[config.mk]
export PLATFORM = sky130hd
export DESIGN_NAME = stream_substring_matcher_core
export DESIGN_NICKNAME = d
export VERILOG_FILES = /design/src/ssm_pkg.sv /design/src/ssm_match_core.sv /design/src/ssm_result_fifo.sv /design/src/stream_substring_matcher_core.sv
export SDC_FILE = /design/constraint.sdc
export NUM_CORES = 2
export LEC_CHECK = 0
export BUFFER_PORTS_ARGS = -buffer_cell sky130_fd_sc_hd__buf_2
export CAP_MARGIN = 20
export CELL_PAD_IN_SITES_DETAIL_PLACEMENT = 0
export CELL_PAD_IN_SITES_GLOBAL_PLACEMENT = 1
export CORE_MARGIN = 1.5
export CORE_UTILIZATION = 45
export CTS_CLUSTER_SIZE = 28
export DETAILED_ROUTE_END_ITERATION = 6
export GPL_TIMING_DRIVEN = 0
export PLACE_DENSITY_LB_ADDON = 0.1
export SLEW_MARGIN = 20
export SYNTH_ARGS = -nofsm -noshare
export SYNTH_HDL_FRONTEND = slang
export SYNTH_SLANG_ARGS = --single-unit
[constraint.sdc]
create_clock -name clk -period 16.65 [get_ports clk]
set_input_delay 3.33 -clock clk [delete_from_list [all_inputs] [get_ports clk]]
set_output_delay 3.33 -clock clk [all_outputs]
set_load 0.03 [all_outputs]
[src/ssm_pkg.sv]
// shared types and constants for the stream substring matcher
// no dependencies
package ssm_pkg;

  // sizing
  localparam int MAX_PATTERN = 16;
  localparam int MAX_LINE    = 65536;
  localparam int LEN_W       = $clog2(MAX_PATTERN + 1);
  localparam int PIDX_W      = $clog2(MAX_PATTERN);
  localparam int POS_W       = $clog2(MAX_LINE + 1);
  localparam int HIST_DEPTH  = MAX_PATTERN - 1;

  // fixed field widths of the result and configuration channels
  localparam int START_W = 16;
  localparam int END_W   = 17;
  localparam int COUNT_W = 17;
  localparam int CFG_LEN_W = 5;
  localparam int CFG_DATA_W = 64;
  localparam int CFG_IDX_W = 2;

  // result queue
  localparam int RQ_DEPTH = 8;
  localparam int RQ_AW    = $clog2(RQ_DEPTH);

  // configuration register indexes
  typedef enum logic [CFG_IDX_W-1:0] {
    CFG_PAT_LEN  = 2'd0,
    CFG_PAT_LOW  = 2'd1,
    CFG_PAT_HIGH = 2'd2,
    CFG_UNUSED   = 2'd3
  } cfg_idx_t;

  // result kinds
  typedef enum logic {
    KIND_MATCH   = 1'b0,
    KIND_SUMMARY = 1'b1
  } kind_t;

  typedef logic [MAX_PATTERN-1:0][7:0] pat_t;

  typedef struct packed {
    kind_t              kind;
    logic [START_W-1:0] match_start;
    logic [END_W-1:0]   match_end;
    logic               passed;
    logic [COUNT_W-1:0] match_count;
    logic               overflow;
    logic               last_of_run;
  } res_t;

endpackage

[src/ssm_match_core.sv]
// window compare, line bookkeeping and result formation for one character
// depends on ssm_pkg
module ssm_match_core (
  input  logic                       clk,
  input  logic                       rst_n,
  input  logic                       item_vld,
  input  logic [7:0]                 item_char,
  input  logic                       item_last,
  input  logic [ssm_pkg::LEN_W-1:0]  act_len,
  input  ssm_pkg::pat_t              pat,
  output logic [1:0]                 push_cnt,
  output ssm_pkg::res_t              res0,
  output ssm_pkg::res_t              res1
);
  import ssm_pkg::*;

  localparam logic [POS_W-1:0]  LINE_LIM  = POS_W'(MAX_LINE);
  localparam logic [POS_W:0]    END_LIM   = (POS_W + 1)'(MAX_LINE);
  localparam logic [POS_W:0]    START_LIM = (POS_W + 1)'(MAX_LINE - 1);
  localparam logic [LEN_W-1:0]  PAT_LIM   = LEN_W'(MAX_PATTERN);

  logic [7:0]         hist_r [HIST_DEPTH];
  logic [LEN_W-1:0]   csr_r;
  logic [POS_W-1:0]   pos_r;
  logic [COUNT_W-1:0] found_r;
  logic               exceed_r;

  logic [7:0]         win [MAX_PATTERN];
  logic [PIDX_W-1:0]  pidx [MAX_PATTERN];
  logic [MAX_PATTERN-1:0] eq;
  logic [LEN_W-1:0]   csr_inc;
  logic               hit;
  logic               exceed_nxt;
  logic [COUNT_W-1:0] found_nxt;
  logic [POS_W:0]     end_full;
  logic [POS_W:0]     start_full;
  logic [POS_W:0]     end_sat;
  logic [POS_W:0]     start_sat;
  res_t               match_res;
  res_t               sum_res;

  // window with the new character in front
  always_comb begin
    win[0] = item_char;
    for (int i = 1; i < MAX_PATTERN; i++) begin
      win[i] = hist_r[i-1];
    end
  end

  // per position compare against the pattern, newest char vs last pattern byte
  always_comb begin
    for (int i = 0; i < MAX_PATTERN; i++) begin
      pidx[i] = PIDX_W'(act_len - LEN_W'(i) - LEN_W'(1));
      if (LEN_W'(i) < act_len) begin
        eq[i] = (win[i] == pat[pidx[i]]);
      end else begin
        eq[i] = 1'b1;
      end
    end
  end

  // hit detection and offsets
  always_comb begin
    csr_inc    = (csr_r < PAT_LIM) ? csr_r + LEN_W'(1) : csr_r;
    hit        = (csr_inc >= act_len) && (&eq);
    exceed_nxt = exceed_r | (pos_r >= LINE_LIM);
    found_nxt  = (hit && (found_r < COUNT_W'(MAX_LINE))) ? found_r + COUNT_W'(1) : found_r;
    end_full   = {1'b0, pos_r} + (POS_W + 1)'(1);
    start_full = end_full - (POS_W + 1)'(act_len);
    end_sat    = (end_full > END_LIM) ? END_LIM : end_full;
    start_sat  = (start_full > START_LIM) ? START_LIM : start_full;
  end

  // result items
  always_comb begin
    match_res             = '0;
    match_res.kind        = KIND_MATCH;
    match_res.match_start = START_W'(start_sat);
    match_res.match_end   = END_W'(end_sat);
    match_res.last_of_run = ~item_last;

    sum_res               = '0;
    sum_res.kind          = KIND_SUMMARY;
    sum_res.passed        = (found_nxt != '0);
    sum_res.match_count   = found_nxt;
    sum_res.overflow      = exceed_nxt;
    sum_res.last_of_run   = 1'b1;

    res0     = hit ? match_res : sum_res;
    res1     = sum_res;
    push_cnt = item_vld ? (2'(hit) + 2'(item_last)) : 2'd0;
  end

  // character history
  always_ff @(posedge clk) begin
    if (!rst_n) begin
      for (int i = 0; i < HIST_DEPTH; i++) hist_r[i] <= '0;
    end else if (item_vld) begin
      for (int i = 0; i < HIST_DEPTH; i++) hist_r[i] <= item_last ? 8'd0 : win[i];
    end
  end

  // per-line counters, cleared after the last character
  always_ff @(posedge clk) begin
    if (!rst_n) begin
      csr_r    <= '0;
      pos_r    <= '0;
      found_r  <= '0;
      exceed_r <= 1'b0;
    end else if (item_vld) begin
      if (item_last) begin
        csr_r    <= '0;
        pos_r    <= '0;
        found_r  <= '0;
        exceed_r <= 1'b0;
      end else begin
        csr_r    <= hit ? '0 : csr_inc;
        pos_r    <= (pos_r < LINE_LIM) ? pos_r + POS_W'(1) : pos_r;
        found_r  <= found_nxt;
        exceed_r <= exceed_nxt;
      end
    end
  end

  // checks
  a_csr_bound: assert property (@(posedge clk) disable iff (!rst_n)
    csr_r <= PAT_LIM) else $error("resume count beyond pattern limit");
  a_line_clear: assert property (@(posedge clk) disable iff (!rst_n)
    item_vld && item_last |=> (pos_r == '0) && (found_r == '0) && !exceed_r)
    else $error("line state not cleared after line end");
  a_hit_resume: assert property (@(posedge clk) disable iff (!rst_n)
    item_vld && hit && !item_last |=> csr_r == '0)
    else $error("search did not resume after match");

endmodule

[src/ssm_result_fifo.sv]
// small result queue taking up to two results per cycle, one out per cycle when popped
// depends on ssm_pkg
module ssm_result_fifo (
  input  logic          clk,
  input  logic          rst_n,
  input  logic [1:0]    push_cnt,
  input  ssm_pkg::res_t push0,
  input  ssm_pkg::res_t push1,
  input  logic          pop,
  output logic          not_empty,
  output logic [ssm_pkg::RQ_AW:0] level,
  output ssm_pkg::res_t head
);
  import ssm_pkg::*;

  res_t             mem [RQ_DEPTH];
  logic [RQ_AW-1:0] wr_r;
  logic [RQ_AW-1:0] rd_r;
  logic [RQ_AW:0]   cnt_r;
  logic [RQ_AW:0]   cnt_nxt;
  logic             do_pop;

  // occupancy
  always_comb begin
    do_pop    = pop && (cnt_r != '0);
    cnt_nxt   = cnt_r + (RQ_AW + 1)'(push_cnt) - (RQ_AW + 1)'(do_pop);
    not_empty = (cnt_r != '0);
    level     = cnt_r;
    head      = mem[rd_r];
  end

  // storage
  always_ff @(posedge clk) begin
    if (push_cnt != 2'd0) mem[wr_r] <= push0;
    if (push_cnt == 2'd2) mem[wr_r + RQ_AW'(1)] <= push1;
  end

  // pointers
  always_ff @(posedge clk) begin
    if (!rst_n) begin
      wr_r  <= '0;
      rd_r  <= '0;
      cnt_r <= '0;
    end else begin
      wr_r  <= wr_r + RQ_AW'(push_cnt);
      rd_r  <= rd_r + RQ_AW'(do_pop);
      cnt_r <= cnt_nxt;
    end
  end

  // checks
  a_no_overrun: assert property (@(posedge clk) disable iff (!rst_n)
    (cnt_r + (RQ_AW + 1)'(push_cnt)) <= (RQ_AW + 1)'(RQ_DEPTH))
    else $error("result queue overrun");
  a_ptr_gap: assert property (@(posedge clk) disable iff (!rst_n)
    RQ_AW'(wr_r - rd_r) == RQ_AW'(cnt_r))
    else $error("queue pointers disagree with count");

endmodule

[src/stream_substring_matcher_core.sv]
// top level of the stream substring matcher: config registers, input stage
// depends on ssm_pkg, ssm_match_core, ssm_result_fifo
//
// Usage: characters of one line arrive on the in_ channel, one per transfer,
// with in_line_end set on the final character. Every match of the configured
// pattern (1 to 16 bytes, non-overlapping, leftmost first) yields a match
// report with absolute start and end offsets; the final character is followed
// by a summary with pass flag, match count and overflow flag. last_of_run
// marks the final result caused by one character.
// A character is registered in the input stage at its transfer, and its
// results are then written from that stage into the result queue, whose
// head is offered on the out_ channel. Throughput: one character per cycle
// while in_stall is low; a character causes zero, one or two results, and
// the output side moves one result per cycle while out_stall is low, so lines
// with dense matches are limited by the out_ side.
// in_stall rises when the eight-entry result queue cannot take the results of
// one more character; out_stall holds the head result steady.
// Configuration: cfg_ready is always high; write only while the block is idle.
// Reset clears the line state, sets the pattern length to 1 and the pattern
// bytes to zero; the block takes characters as soon as reset is released.
module stream_substring_matcher_core (
  input  logic                          clk,
  input  logic                          rst_n,
  input  logic                          in_valid,
  output logic                          in_stall,
  input  logic [7:0]                    in_char_in,
  input  logic                          in_line_end,
  output logic                          out_valid,
  input  logic                          out_stall,
  output logic                          out_kind,
  output logic [ssm_pkg::START_W-1:0]   out_match_start,
  output logic [ssm_pkg::END_W-1:0]     out_match_end,
  output logic                          out_passed,
  output logic [ssm_pkg::COUNT_W-1:0]   out_match_count,
  output logic                          out_overflow,
  output logic                          out_last_of_run,
  input  logic                          cfg_valid,
  output logic                          cfg_ready,
  input  logic [ssm_pkg::CFG_IDX_W-1:0] cfg_index,
  input  logic [ssm_pkg::CFG_DATA_W-1:0] cfg_data
);
  import ssm_pkg::*;

  localparam logic [LEN_W-1:0] PAT_LIM = LEN_W'(MAX_PATTERN);

  logic [CFG_LEN_W-1:0] len_r;
  pat_t                 pat_r;
  logic [LEN_W-1:0]     len_ext;
  logic [LEN_W-1:0]     act_len;

  logic                 stg_vld_r;
  logic [7:0]           stg_char_r;
  logic                 stg_last_r;
  logic                 in_xfer;
  logic                 cfg_xfer;

  logic [1:0]           push_cnt;
  res_t                 res0;
  res_t                 res1;
  res_t                 head;
  logic [RQ_AW:0]       level;
  logic                 q_not_empty;

  // configuration registers
  assign cfg_ready = 1'b1;
  assign cfg_xfer  = cfg_valid && cfg_ready;

  always_ff @(posedge clk) begin
    if (!rst_n) begin
      len_r <= CFG_LEN_W'(1);
      pat_r <= '0;
    end else if (cfg_xfer) begin
      unique case (cfg_idx_t'(cfg_index))
        CFG_PAT_LEN: len_r <= cfg_data[CFG_LEN_W-1:0];
        CFG_PAT_LOW: begin
          for (int i = 0; i < 8; i++) begin
            if (i < MAX_PATTERN) pat_r[i] <= cfg_data[8*i +: 8];
          end
        end
        CFG_PAT_HIGH: begin
          for (int i = 0; i < 8; i++) begin
            if (i + 8 < MAX_PATTERN) pat_r[i+8] <= cfg_data[8*i +: 8];
          end
        end
        default: ;
      endcase
    end
  end

  // pattern length in use, zero taken as one, clamped to the maximum
  always_comb begin
    len_ext = LEN_W'(len_r);
    if (len_r == '0) begin
      act_len = LEN_W'(1);
    end else if (len_ext > PAT_LIM) begin
      act_len = PAT_LIM;
    end else begin
      act_len = len_ext;
    end
  end

  // input stage; room is kept for the staged item plus one more
  assign in_stall = (level + (stg_vld_r ? (RQ_AW + 1)'(2) : '0))
                    > (RQ_AW + 1)'(RQ_DEPTH - 2);
  assign in_xfer  = in_valid && !in_stall;

  always_ff @(posedge clk) begin
    if (!rst_n) begin
      stg_vld_r <= 1'b0;
    end else begin
      stg_vld_r <= in_xfer;
    end
  end

  always_ff @(posedge clk) begin
    if (in_xfer) begin
      stg_char_r <= in_char_in;
      stg_last_r <= in_line_end;
    end
  end

  ssm_match_core u_core (
    .clk       (clk),
    .rst_n     (rst_n),
    .item_vld  (stg_vld_r),
    .item_char (stg_char_r),
    .item_last (stg_last_r),
    .act_len   (act_len),
    .pat       (pat_r),
    .push_cnt  (push_cnt),
    .res0      (res0),
    .res1      (res1)
  );

  ssm_result_fifo u_rq (
    .clk       (clk),
    .rst_n     (rst_n),
    .push_cnt  (push_cnt),
    .push0     (res0),
    .push1     (res1),
    .pop       (!out_stall),
    .not_empty (q_not_empty),
    .level     (level),
    .head      (head)
  );

  // result channel
  assign out_valid       = q_not_empty;
  assign out_kind        = head.kind;
  assign out_match_start = head.match_start;
  assign out_match_end   = head.match_end;
  assign out_passed      = head.passed;
  assign out_match_count = head.match_count;
  assign out_overflow    = head.overflow;
  assign out_last_of_run = head.last_of_run;

endmodule
==> run summary <==
Max_cap viols: 0
Initial cell density of the core: 45.6%
Most frequent cell after synthesis: nand2_1
Global-route wire length before repair: 256,000 µm
Die area: 93,400 µm²
CTS Buf Count: 83
EDFF count, synth: 281
Worst-case clock buffer depth: 3
Syn avg cell area: 10.1 µm²
Worst hold stages: 2
Worst r2r src: len_ext[4]$_SDFFE_PN0P_
Leak: 16.0 nW
IO Pins: 137
Pwr dens: 104 nW/µm²
CP peak stage delay: 850 ps
Footprint of the multi-input gates: 22,100 µm²
Final WL: 181,000 µm
Commonest cells in the netlist: nand2_1, dfxtp_1, o21ai_0
Vias: 35,600
Xor-xnor portion of the synthesized cell area: 4.30%
Area contributors post-synth: dfxtp_1, edfxtp_1, mux4_2
Adder-Cell Fraction of Synth Area: 0.947%
Row count: 110
Post-synthesis mux area share: 18.4%
Via density per instance: 6.42
Yosys top cell area share: 22.5%
Reg area: 17,700 µm²
Syn Inst Count: 4,070
Post-Synth Simple-Gate Area: 16.1%
Core ar.: 90,400 µm²
H-tree level count: 3
Fmax: 73.7 MHz
Synth Cell Area: 41,200 µm²
Req. time, crit path: 16,960 ps
Setup repair after global routing missed its margin: no
CTS tree: done
Synth Area in Compound Gates: 13.7%
Crit path arrival time: 13,880 ps
Final Hold Viols: 0
Final GP Congestion: 1.04
Clock Skew: 42.4 ps
Dpl cell area: 43,400 µm²
Post-layout min period: 13,570 ps
ANT nets after route: 0
Crit Path Class: flip-flop to flip-flop
Worst hold start: u_rq.mem[0][53]$_SDFFE_PP1N_
#FFs+latches synth: 745
Cts hold-fix bufs: 0
CP most frequent cell: clkbuf_1
PortBufs: 134
Post-detail-place hpwl: 134,000 µm
GR Util All Layers: 38.5%
CTS sink cnt: 745
Async S/R FF share, synth: 0%
Pin count of the biggest net entering global routing: 84
Final std cell area, no fill: 46,400 µm²
Worst Hold Class: flip-flop to flip-flop
Slowest CP cell: inv_1
Total gr overflow: 0
Post-synth top area cell: dfxtp_1
Final #Nets: 4,401
Postcts setup bufs: 0
Number of global-route vias before repair: 34,100
Share of post-route cells with drive strength above 1: 16.1%
DR iter-0 viols: 4,192
PostCTS Resize Cnt: 0
Worst-Skew Late Latency: 700 ps
Largest family of logic cells by synthesized area: multiplexers
Clk slew on worst S/H paths: 60 ps
Worst Setup SP: len_ext[4]$_SDFFE_PN0P_
Register area share after synthesis: 43.0%
Setup violations, final: 0
Total power: 4.84 mW
CTS Root Cell: clkbuf_16
Element type at the critical path end: flip-flop
Distinct cells, synth: 92
Synthesis Warnings: 0
Peak VDD IR: 0.0799 mV
DRT Pass-1 Iters: 6
Worst Setup Slack post-DPL: 3520 ps
Initial antenna violation count: 4
Routed length per placed instance: 32.7 µm
Worst Setup Start Kind: flip-flop
Final WS setup: 3080 ps
Fillcell total: 8,498
Post-Syn Nets: 4,180
Die Ht: 306 µm
Area Growth Syn to Fin: 12.5%
Least-Margin Pin Slew: 1270 ps
Rel. slew slack: 14.6%
Post-synth top flop: dfxtp_1
Post-route setup TNS: 0 ps
Die width: 306 µm
Reg2Reg Depth: 29
Final Max Tran Viols: 0
Drt drc: 0
Crit path max fanout: 19
Crit share post-route: 81.5%
Outcome: complete, no violations
[critical path: cells and delay by family (launching register included)]
kind / cells / cell delay (ps)
buffers and inverters: 12 / 6570
AO/OA/AOI/OAI: 4 / 1270
AND/OR/NAND/NOR: 8 / 3560
adder cells (fa/ha/maj): 2 / 490
multiplexers: 1 / 210
XOR/XNOR: 2 / 590
flip-flops: 1 / 430
[cell usage in the layout (no fill, tap or decap), drive strengths merged, types with 90 or more instances in the layout]
cell type  count
nor2         242
xnor2         90
o21ai        371
clkbuf       361
and3         100
edfxtp       281
nand2        604
mux4         248
dfxtp        464
xor2         107
a21boi       136
mux2i        103
nand3        182
buf          213
[where the power goes]
part | switching [mW] | leakage (nW) | total (mW) | internal, mW
clock | 0.809 | 1.39 | 1.93 | 1.12
combinational | 0.555 | 8.23 | 0.870 | 0.315
sequential | 0.0781 | 6.41 | 2.04 | 1.96
[flip-flops by register name (all words and copies together), names as in the netlist]
register,flops
u_core.csr_r,5
u_core.found_r,17
stg_char_r,8
stg_last_r,1
u_core.exceed_r,1
len_ext,5
u_rq.rd_r,3
u_core.hist_r,120
stg_vld_r,1
u_core.pos_r,17
pat_r,128
u_rq.wr_r,3
u_rq.level,4
u_rq.mem,432
[per-layer routing]
metal / track usage, % / vias to the layer above / wire length [µm] / share of wire, %
met5: 0 / - / 0 / 0
met4: 23.3 / 0 / 13500 / 7.4
met3: 8.32 / 546 / 15100 / 8.3
met2: 61.4 / 1865 / 82200 / 45
met1: 47.9 / 17700 / 70200 / 39
li1: - / 15500 / - / -
[logic make-up (layout without fill, tap and decap cells)]
family | count (synthesis) | after routing
simple gates | 1406 | 1406
fa+ha+maj | 30 | 30
xor+xnor | 199 | 199
other cells | 1 | 8
buf+inv | 375 | 660
mux | 435 | 435
compound gates | 879 | 879
flops | 745 | 745
[per-stage QoR]
stage / hold slack, ps / utilization [%] / cells
4_1_cts: 443 / 51.2 / 5531
3_3_place_gp: 428 / 47.9 / 5380
2_1_floorplan: 418 / - / 4070
6_report: 445 / 51.3 / 5538
3_5_place_dp: 435 / 48.0 / 5382
5_1_grt: 460 / 51.3 / 5533
[path summary, 6_finish.rpt]
path | end | slack, ps
setup / recovery | u_rq.mem[5][9]$_DFFE_PP_ | 3080
setup reg to reg | u_rq.mem[5][9]$_DFFE_PP_ | 3080
hold reg to reg | u_rq.mem[0][53]$_SDFFE_PP1N_ | 450
hold / removal | u_rq.mem[0][53]$_SDFFE_PP1N_ | 450
[area by class of cell]
cell class	instances	area share (%)
plain buffers	331	2.86
clock buffers	107	4.96
inverters	44	0.367
diodes	7	0.0378
clock inverters	42	1.18
repair buffers	136	1.52
multi-input cells	2950	47.7
flip-flops and latches	745	38.2
well taps	1176	3.17
Power figures use the tool's default switching activity.
